<file path="src/design/iiss_pkg.sv">
// Shared constants, codes and types for the inter-event interval statistics block.
package iiss_pkg;

  localparam int TIME_BITS  = 48;
  localparam int DELTA_BITS = 32;
  localparam int COUNT_BITS = 24;

  localparam int SUM_W  = DELTA_BITS + COUNT_BITS;      // sum and jitter accumulators
  localparam int SQ_W   = 2 * DELTA_BITS + COUNT_BITS;  // sum of squares
  localparam int NUM_W  = 2 * SUM_W;                    // variance numerator
  localparam int CNT_W  = $clog2(SUM_W + 1);

  localparam int OP_W       = 2;
  localparam int IN_DATA_W  = ((TIME_BITS + 7) / 8) * 8;
  localparam int OUT_RAW_W  = 6 * DELTA_BITS + COUNT_BITS + 1;
  localparam int OUT_DATA_W = ((OUT_RAW_W + 7) / 8) * 8;
  localparam int OUT_USER_W = 2;

  typedef enum logic [OP_W-1:0] {
    OP_EVENT = 2'd0,
    OP_START = 2'd1,
    OP_STOP  = 2'd2,
    OP_CLEAR = 2'd3
  } op_e;

  typedef enum logic [1:0] {
    K_MUL  = 2'd0,
    K_DIV  = 2'd1,
    K_SQRT = 2'd2
  } kind_e;

  typedef struct packed {
    logic             start;
    kind_e            kind;
    logic [CNT_W-1:0] steps;
  } unit_req_t;

endpackage

</file>
<file path="src/design/iiss_unit.sv">
// Shared bit-serial unit: shift-add multiply, restoring divide, restoring square root.
module iiss_unit
  import iiss_pkg::*;
(
  input  logic             clk_i,
  input  logic             rst_ni,
  input  unit_req_t        req_i,
  input  logic [NUM_W-1:0] a_i,
  input  logic [SUM_W-1:0] b_i,
  output logic             done_o,
  output logic [NUM_W-1:0] prod_o,
  output logic [SUM_W-1:0] quo_o,
  output logic [SUM_W-1:0] root_o
);

  logic             busy_q, done_q;
  logic [CNT_W-1:0] cnt_q;
  kind_e            kind_q;
  logic [NUM_W-1:0] x_q, r_q;
  logic [SUM_W-1:0] y_q, q_q;

  logic [NUM_W-1:0] tr_div, tr_sqrt, trial, op_a, op_b;
  logic             sub;
  logic [NUM_W:0]   sum;
  logic             carry;

  always_comb begin
    tr_div  = {r_q[NUM_W-2:0], x_q[SUM_W-1]};
    tr_sqrt = {r_q[NUM_W-3:0], x_q[NUM_W-1 -: 2]};
    trial   = {{(NUM_W-SUM_W-2){1'b0}}, y_q, 2'b01};
    case (kind_q)
      K_MUL: begin
        op_a = r_q;
        op_b = x_q;
        sub  = 1'b0;
      end
      K_DIV: begin
        op_a = tr_div;
        op_b = NUM_W'(y_q);
        sub  = 1'b1;
      end
      default: begin
        op_a = tr_sqrt;
        op_b = trial;
        sub  = 1'b1;
      end
    endcase
    // one adder; on subtract, carry out means no borrow
    sum   = {1'b0, op_a} + {1'b0, (sub ? ~op_b : op_b)} + (NUM_W+1)'(sub);
    carry = sum[NUM_W];
  end

  always_ff @(posedge clk_i or negedge rst_ni) begin
    if (!rst_ni) begin
      busy_q <= 1'b0;
      done_q <= 1'b0;
      cnt_q  <= '0;
      kind_q <= K_MUL;
    end else begin
      done_q <= 1'b0;
      if (req_i.start) begin
        busy_q <= 1'b1;
        cnt_q  <= req_i.steps;
        kind_q <= req_i.kind;
      end else if (busy_q) begin
        cnt_q <= cnt_q - CNT_W'(1);
        if (cnt_q == CNT_W'(1)) begin
          busy_q <= 1'b0;
          done_q <= 1'b1;
        end
      end
    end
  end

  always_ff @(posedge clk_i) begin
    if (req_i.start) begin
      x_q <= a_i;
      y_q <= b_i;
      r_q <= '0;
      q_q <= '0;
    end else if (busy_q) begin
      case (kind_q)
        K_MUL: begin
          if (y_q[0]) r_q <= sum[NUM_W-1:0];
          x_q <= {x_q[NUM_W-2:0], 1'b0};
          y_q <= {1'b0, y_q[SUM_W-1:1]};
        end
        K_DIV: begin
          r_q <= carry ? sum[NUM_W-1:0] : tr_div;
          q_q <= {q_q[SUM_W-2:0], carry};
          x_q <= {x_q[NUM_W-2:0], 1'b0};
        end
        default: begin
          r_q <= carry ? sum[NUM_W-1:0] : tr_sqrt;
          y_q <= {y_q[SUM_W-2:0], carry};
          x_q <= {x_q[NUM_W-3:0], 2'b00};
        end
      endcase
    end
  end

  assign done_o = done_q;
  assign prod_o = r_q;
  assign quo_o  = q_q;
  assign root_o = y_q;

endmodule

</file>
<file path="src/design/inter_event_interval_statistics_top.sv">
// Top level: event/command intake, statistics registers and the sequencer around the shared unit.
//
// Channel  Dir  Handshake               Payload
// s_axis   in   tvalid/tready           tuser: op; tdata: event_time
// m_axis   out  tvalid/tready           tuser: accepted, delta_valid; tdata: statistics
//
// With no interval recorded yet, a transaction goes from S_STAT straight to S_OUT.
// Otherwise the statistics pass runs its jobs on the bit-serial unit in order: sum squared,
// n times sum of squares, square root of their difference, then divides for stddev, mean and
// jitter (no jitter divide at one interval). An event that adds an interval first updates the
// stats and squares the new interval on the unit; one with the count full sets overflow only.
// tready is low from acceptance until the result is loaded into the output register; that
// register then waits for m_axis_tready without holding up the next transaction, and a full
// register holds the sequencer in its last state. Reset clears measuring and all stats.
module inter_event_interval_statistics_top
  import iiss_pkg::*;
(
  input  logic                  clk_i,
  input  logic                  rst_ni,
  input  logic                  s_axis_tvalid,
  output logic                  s_axis_tready,
  input  logic [IN_DATA_W-1:0]  s_axis_tdata,   // [47:0] event_time
  input  logic [OP_W-1:0]       s_axis_tuser,   // [1:0] op
  output logic                  m_axis_tvalid,
  input  logic                  m_axis_tready,
  // delta_ns, interval_count, min_ns, max_ns, mean_ns, jitter_ns, stddev_ns, overflow
  output logic [OUT_DATA_W-1:0] m_axis_tdata,
  output logic [OUT_USER_W-1:0] m_axis_tuser    // [0] accepted, [1] delta_valid
);

  typedef enum logic [4:0] {
    S_IDLE, S_DELTA, S_ABS, S_UPD, S_SQ_GO, S_SQ_WT, S_STAT,
    S_B_GO, S_B_WT, S_A_GO, S_A_WT, S_RT_GO, S_RT_WT,
    S_SD_GO, S_SD_WT, S_MN_GO, S_MN_WT, S_JT_GO, S_JT_WT, S_OUT
  } state_e;

  localparam logic [DELTA_BITS-1:0] DELTA_MAX = '1;
  localparam logic [COUNT_BITS-1:0] COUNT_MAX = '1;

  state_e state_q;
  logic   measuring_q, have_last_q, ovf_q;
  logic [TIME_BITS-1:0]  last_q, ts_q;
  logic [DELTA_BITS-1:0] prev_q, min_q, max_q, delta_q, absd_q;
  logic [COUNT_BITS-1:0] count_q;
  logic [SUM_W-1:0]      sum_q, jit_sum_q, root_q;
  logic [SQ_W-1:0]       sq_q;
  logic [NUM_W-1:0]      tmp_q;
  logic [DELTA_BITS-1:0] mean_q, jit_q, sd_q;
  logic                  acc_q, dv_q, m_valid_q;
  logic [OUT_DATA_W-1:0] out_data_q;
  logic [OUT_USER_W-1:0] out_user_q;

  unit_req_t        req;
  logic [NUM_W-1:0] ua;
  logic [SUM_W-1:0] ub;
  logic             u_done;
  logic [NUM_W-1:0] u_prod;
  logic [SUM_W-1:0] u_quo, u_root;

  logic [TIME_BITS-1:0]  diff;
  logic [SUM_W-1:0]      n_ext;
  logic                  in_hs;
  logic                  stats_on;

  assign in_hs    = s_axis_tvalid && s_axis_tready;
  assign diff     = ts_q - last_q;
  assign n_ext    = SUM_W'(count_q);
  assign stats_on = (count_q != '0);

  always_comb begin
    req   = '{start: 1'b0, kind: K_MUL, steps: CNT_W'(SUM_W)};
    ua    = '0;
    ub    = '0;
    case (state_q)
      S_SQ_GO: begin
        req = '{start: 1'b1, kind: K_MUL, steps: CNT_W'(DELTA_BITS)};
        ua  = NUM_W'(delta_q);
        ub  = SUM_W'(delta_q);
      end
      S_B_GO: begin
        req = '{start: 1'b1, kind: K_MUL, steps: CNT_W'(SUM_W)};
        ua  = NUM_W'(sum_q);
        ub  = sum_q;
      end
      S_A_GO: begin
        req = '{start: 1'b1, kind: K_MUL, steps: CNT_W'(COUNT_BITS)};
        ua  = NUM_W'(sq_q);
        ub  = n_ext;
      end
      S_RT_GO: begin
        req = '{start: 1'b1, kind: K_SQRT, steps: CNT_W'(SUM_W)};
        ua  = tmp_q;
      end
      S_SD_GO: begin
        req = '{start: 1'b1, kind: K_DIV, steps: CNT_W'(SUM_W)};
        ua  = NUM_W'(root_q);
        ub  = n_ext;
      end
      S_MN_GO: begin
        req = '{start: 1'b1, kind: K_DIV, steps: CNT_W'(SUM_W)};
        ua  = NUM_W'(sum_q);
        ub  = n_ext;
      end
      S_JT_GO: begin
        req = '{start: 1'b1, kind: K_DIV, steps: CNT_W'(SUM_W)};
        ua  = NUM_W'(jit_sum_q);
        ub  = n_ext - SUM_W'(1);
      end
      default: ;
    endcase
  end

  iiss_unit u_unit (
    .clk_i  (clk_i),
    .rst_ni (rst_ni),
    .req_i  (req),
    .a_i    (ua),
    .b_i    (ub),
    .done_o (u_done),
    .prod_o (u_prod),
    .quo_o  (u_quo),
    .root_o (u_root)
  );

  always_ff @(posedge clk_i or negedge rst_ni) begin
    if (!rst_ni) begin
      state_q     <= S_IDLE;
      measuring_q <= 1'b0;
      have_last_q <= 1'b0;
      last_q      <= '0;
      prev_q      <= '0;
      count_q     <= '0;
      sum_q       <= '0;
      min_q       <= '1;
      max_q       <= '0;
      jit_sum_q   <= '0;
      sq_q        <= '0;
      ovf_q       <= 1'b0;
      m_valid_q   <= 1'b0;
    end else begin
      if (state_q == S_OUT && (!m_valid_q || m_axis_tready)) begin
        m_valid_q <= 1'b1;
      end else if (m_valid_q && m_axis_tready) begin
        m_valid_q <= 1'b0;
      end
      case (state_q)
        S_IDLE: begin
          if (in_hs) begin
            state_q <= S_STAT;
            if (s_axis_tuser == OP_START || s_axis_tuser == OP_CLEAR) begin
              have_last_q <= 1'b0;
              last_q      <= '0;
              prev_q      <= '0;
              count_q     <= '0;
              sum_q       <= '0;
              min_q       <= '1;
              max_q       <= '0;
              jit_sum_q   <= '0;
              sq_q        <= '0;
              ovf_q       <= 1'b0;
            end
            if (s_axis_tuser == OP_START) measuring_q <= 1'b1;
            if (s_axis_tuser == OP_STOP)  measuring_q <= 1'b0;
            if (s_axis_tuser == OP_EVENT && measuring_q) begin
              if (have_last_q) begin
                state_q <= S_DELTA;
              end else begin
                have_last_q <= 1'b1;
                last_q      <= s_axis_tdata[TIME_BITS-1:0];
              end
            end
          end
        end
        S_DELTA: begin
          last_q <= ts_q;
          if (count_q == COUNT_MAX) begin
            ovf_q   <= 1'b1;
            state_q <= S_STAT;
          end else begin
            state_q <= S_ABS;
          end
        end
        S_ABS: state_q <= S_UPD;
        S_UPD: begin
          if (count_q != '0) jit_sum_q <= jit_sum_q + SUM_W'(absd_q);
          count_q <= count_q + COUNT_BITS'(1);
          sum_q   <= sum_q + SUM_W'(delta_q);
          if (delta_q < min_q) min_q <= delta_q;
          if (delta_q > max_q) max_q <= delta_q;
          prev_q  <= delta_q;
          state_q <= S_SQ_GO;
        end
        S_SQ_GO: state_q <= S_SQ_WT;
        S_SQ_WT: begin
          if (u_done) begin
            sq_q    <= sq_q + u_prod[SQ_W-1:0];
            state_q <= S_STAT;
          end
        end
        S_STAT:  state_q <= stats_on ? S_B_GO : S_OUT;
        S_B_GO:  state_q <= S_B_WT;
        S_B_WT:  if (u_done) state_q <= S_A_GO;
        S_A_GO:  state_q <= S_A_WT;
        S_A_WT:  if (u_done) state_q <= S_RT_GO;
        S_RT_GO: state_q <= S_RT_WT;
        S_RT_WT: if (u_done) state_q <= S_SD_GO;
        S_SD_GO: state_q <= S_SD_WT;
        S_SD_WT: if (u_done) state_q <= S_MN_GO;
        S_MN_GO: state_q <= S_MN_WT;
        S_MN_WT: if (u_done) state_q <= (count_q > COUNT_BITS'(1)) ? S_JT_GO : S_OUT;
        S_JT_GO: state_q <= S_JT_WT;
        S_JT_WT: if (u_done) state_q <= S_OUT;
        S_OUT: begin
          if (!m_valid_q || m_axis_tready) begin
            state_q <= S_IDLE;
          end
        end
        default: state_q <= S_IDLE;
      endcase
    end
  end

  // datapath registers without reset
  always_ff @(posedge clk_i) begin
    case (state_q)
      S_IDLE: begin
        if (in_hs) begin
          ts_q    <= s_axis_tdata[TIME_BITS-1:0];
          acc_q   <= (s_axis_tuser == OP_EVENT) && measuring_q;
          dv_q    <= 1'b0;
          delta_q <= '0;
        end
      end
      S_DELTA: begin
        dv_q    <= 1'b1;
        delta_q <= (diff > TIME_BITS'(DELTA_MAX)) ? DELTA_MAX : diff[DELTA_BITS-1:0];
      end
      S_ABS:   absd_q <= (delta_q > prev_q) ? delta_q - prev_q : prev_q - delta_q;
      S_STAT: begin
        mean_q <= '0;
        jit_q  <= '0;
        sd_q   <= '0;
      end
      S_B_WT:  if (u_done) tmp_q <= u_prod;
      S_A_WT:  if (u_done) tmp_q <= u_prod - tmp_q;
      S_RT_WT: if (u_done) root_q <= u_root;
      S_SD_WT: if (u_done) sd_q <= u_quo[DELTA_BITS-1:0];
      S_MN_WT: if (u_done) mean_q <= u_quo[DELTA_BITS-1:0];
      S_JT_WT: if (u_done) jit_q <= u_quo[DELTA_BITS-1:0];
      S_OUT: begin
        if (!m_valid_q || m_axis_tready) begin
          out_user_q <= {dv_q, acc_q};
          out_data_q <= OUT_DATA_W'({ovf_q, sd_q, jit_q, mean_q,
                                     (stats_on ? max_q : {DELTA_BITS{1'b0}}),
                                     (stats_on ? min_q : {DELTA_BITS{1'b0}}),
                                     count_q, delta_q});
        end
      end
      default: ;
    endcase
  end

  assign s_axis_tready = (state_q == S_IDLE);
  assign m_axis_tvalid = m_valid_q;
  assign m_axis_tdata  = out_data_q;
  assign m_axis_tuser  = out_user_q;

endmodule

</file>
<file path="config.mk">
export PLATFORM = sky130hd
export DESIGN_NAME = inter_event_interval_statistics_top
export DESIGN_NICKNAME = d
export VERILOG_FILES = /design/src/design/iiss_pkg.sv /design/src/design/iiss_unit.sv /design/src/design/inter_event_interval_statistics_top.sv
export SDC_FILE = /design/constraint.sdc
export NUM_CORES = 2
export LEC_CHECK = 0
export BUFFER_PORTS_ARGS = -buffer_cell sky130_fd_sc_hd__buf_2
export CAP_MARGIN = 5
export CORE_ASPECT_RATIO = 0.6
export CORE_MARGIN = 2
export CORE_UTILIZATION = 35
export CTS_BUF_LIST = sky130_fd_sc_hd__clkbuf_16
export DETAILED_ROUTE_END_ITERATION = 8
export SLEW_MARGIN = 20
export SYNTH_ARGS = -nofsm -noshare
export SYNTH_HDL_FRONTEND = slang
export SYNTH_HIERARCHICAL = 1
export SYNTH_SLANG_ARGS = --single-unit
</file>
<file path="constraint.sdc">
create_clock -name clk_i -period 16.8 [get_ports clk_i]
set_input_delay 3.36 -clock clk_i [delete_from_list [all_inputs] [get_ports clk_i]]
set_output_delay 3.36 -clock clk_i [all_outputs]
set_load 0.01 [all_outputs]
</file>
==> impl_metrics.tcl <==
set metrics [dict create \
    status "finished with violations" \
    violations "design-rule violations" \
    viasPerCell 5.98 \
    synth_area_um2 89900 \
    clock_sinks 1296 \
    drv_slew 0 \
    slowest_delay_ns 0.99 \
    cp.depth 15 \
    finalHoldViolCount 0 \
    crit_family "compound AO/OA/AOI/OAI gates" \
    stdcell_count 13700 \
    crit_fanout 99 \
    postSynthCellCount 10200 \
    dieArea_um2 261000 \
    cap_violations 0 \
    max-vdd-ir-drop_v 0.000177 \
    min_period_ns 7.42 \
    die_h_um 397 \
    critical_path_class "reg2reg" \
    nets 10800 \
    area_growth_pct 10.5 \
    crit_buf_inv 2 \
    rsz0062_at_grt "false" \
    dp_hpwl_um 256000 \
    fillers 25600 \
    grt_pass1_wl_um 497000 \
    worstPathCellList "buf_4, buf_4, o21ai_0, ha_1, nand2_1, o21ai_0, a2111oi_0, nor4b_1, a211o_1, o21ai_0, o211ai_1, a2111oi_2, o311ai_0, a2111o_1, o211ai_1" \
    vias 81900 \
    ant_nets 0 \
    initial_core_util_pct 35.1 \
    setup_tns_ns 0 \
    cts.htree.levels 4 \
    cellPowerDensity_nw_per_um2 250 \
    port_buffers 274 \
    dp_cells 13400 \
    p_leak_nw 40.5 \
    whs_path_depth 0 \
    crit_required_ns 17.56 \
    clk_latency_ns 0.86 \
    gp_congestion 1.02 \
    firstDrtPassIters 9 \
    totalWireLength_um 338000 \
    grt_max_degree 167 \
    die_width_um 658 \
    postSynthAreaPerCell_um2 8.79 \
    drc 44 \
    cts_setup_buffers 0 \
    ys_warn_count 6 \
    finClkSkew_ns 0.103 \
    grt_antenna_before_repair 13 \
    arrival_ns 8.18 \
    report.final.setup_viol 0 \
    wl_per_cell_um 24.7 \
    crit_slowest_cell "dfrtp_4" \
    worstMarginPinSlew_ns 1.29 \
    core-area_um2 256000 \
    num_io_pins 282 \
    final_layout_size_suffix_gt1_share_pct 8.14 \
    postCtsHoldBufs 0 \
    clk_path_buf_depth 4 \
    critPathLaunchType "flop" \
    clk_pin_slew_ns 0.07 \
    grt_overflow 0 \
    slew_headroom_pct 13.4 \
    hold_class "reg2reg" \
    crit_top_cell "o21ai_0" \
    first_global_vias 74500 \
    end_kind "flop" \
    cts_tree "done" \
    drtIter0Drc 11200 \
    finalCritPeriodShare_pct 44.2 \
    clockRootBuffer "clkbuf_16" \
    rr_worst_depth 15 \
    track_usage_pct 24.9 \
    cts_made_buffers 149 \
    fmax_mhz 135 \
    cts_resized 0 \
    core.rowCount 144 \
]
worst register-to-register path, delay by kind of cell, from the launching register on:
family | cells | cell delay [ns]
AND/OR/NAND/NOR | 2 | 0.32
adder cells (fa/ha/maj) | 1 | 0.48
buffers and inverters | 2 | 1.65
AO/OA/AOI/OAI | 10 | 3.89
flip-flops | 1 | 0.99
placed cells by master, fill, tap and decap left out, types with 308 or more instances in the layout:
master,count
mux2i_1,326
nor2_1,745
edfxtp_1,765
ha_1,556
nand2_1,1169
a21oi_1,794
a21o_1,308
o21ai_0,952
dfrtp_1,353
inv_1,497
stage by stage:
stage / utilization (%) / setup slack (ns) / power (mW) / hold WS (ns) / cell area [um2]
after global routing: 38.8 / 9.08 / 26.4 / 0.407 / 99300
after global placement: 36.9 / 9.76 / 20.7 / 0.403 / 94600
after floorplan: - / 4.36 / 16.2 / 0.400 / 89900
after detailed placement: 36.9 / 9.71 / 20.9 / 0.405 / 94600
after CTS: 38.8 / 9.67 / 24.3 / 0.385 / 99300
final: 38.8 / 9.38 / 24.8 / 0.391 / 99300
flip-flops by register name, summed over array words and instances (netlist names), 48 cells and up:
name	count
m_axis_tdata	217
tmp_q	112
u_unit/prod_o	112
u_unit/x_q	112
sq_q	88
jit_sum_q	56
root_q	56
sum_q	56
u_unit/root_o	56
last_q	48
ts_q	48
layout make-up:
type	instances	area (um2)	share of cell area, %
timing repair buffer	435	2660	2.68
multi-input combinational	7807	50300	50.7
sequential	1296	35600	35.8
antenna	6	15.0	0.0151
clock inverter	107	827	0.833
tap	3431	4290	4.32
clock buffer	154	3850	3.88
inverter	469	1770	1.78
power by group:
group	total [mW]	switching, mW	internal [mW]
logic	15.7	10.2	5.51
registers	5.78	1.19	4.58
clock network	3.27	1.44	1.83
final timing paths:
| check | from | end | slack [ns] |
|---|---|---|---|
| worst max-delay path | u_unit/kind_q[1] | u_unit/prod_o[111] | 9.38 |
| worst min-delay path | mean_q[30] | m_axis_tdata[150] | 0.39 |
| worst max register to register | u_unit/kind_q[1] | u_unit/prod_o[111] | 9.38 |
| worst min register to register | mean_q[30] | m_axis_tdata[150] | 0.39 |
| max in group asynchronous | rst_ni | u_unit/kind_q[0] | 12.06 |
| min in group asynchronous | rst_ni | max_q[8] | 2.48 |
layer usage:
metal | share of wire (%) | vias to the layer above | wire length, um | GRT usage [%]
li1 | - | 37400 | - | -
met1 | 49 | 39800 | 165000 | 40.1
met2 | 36 | 4274 | 121000 | 30.4
met3 | 13 | 390 | 45000 | 8.81
met4 | 2.0 | 5 | 6820 | 5.08
met5 | 0.060 | - | 203 | 0.495
No activity file was read; power rests on OpenSTA's default activity.
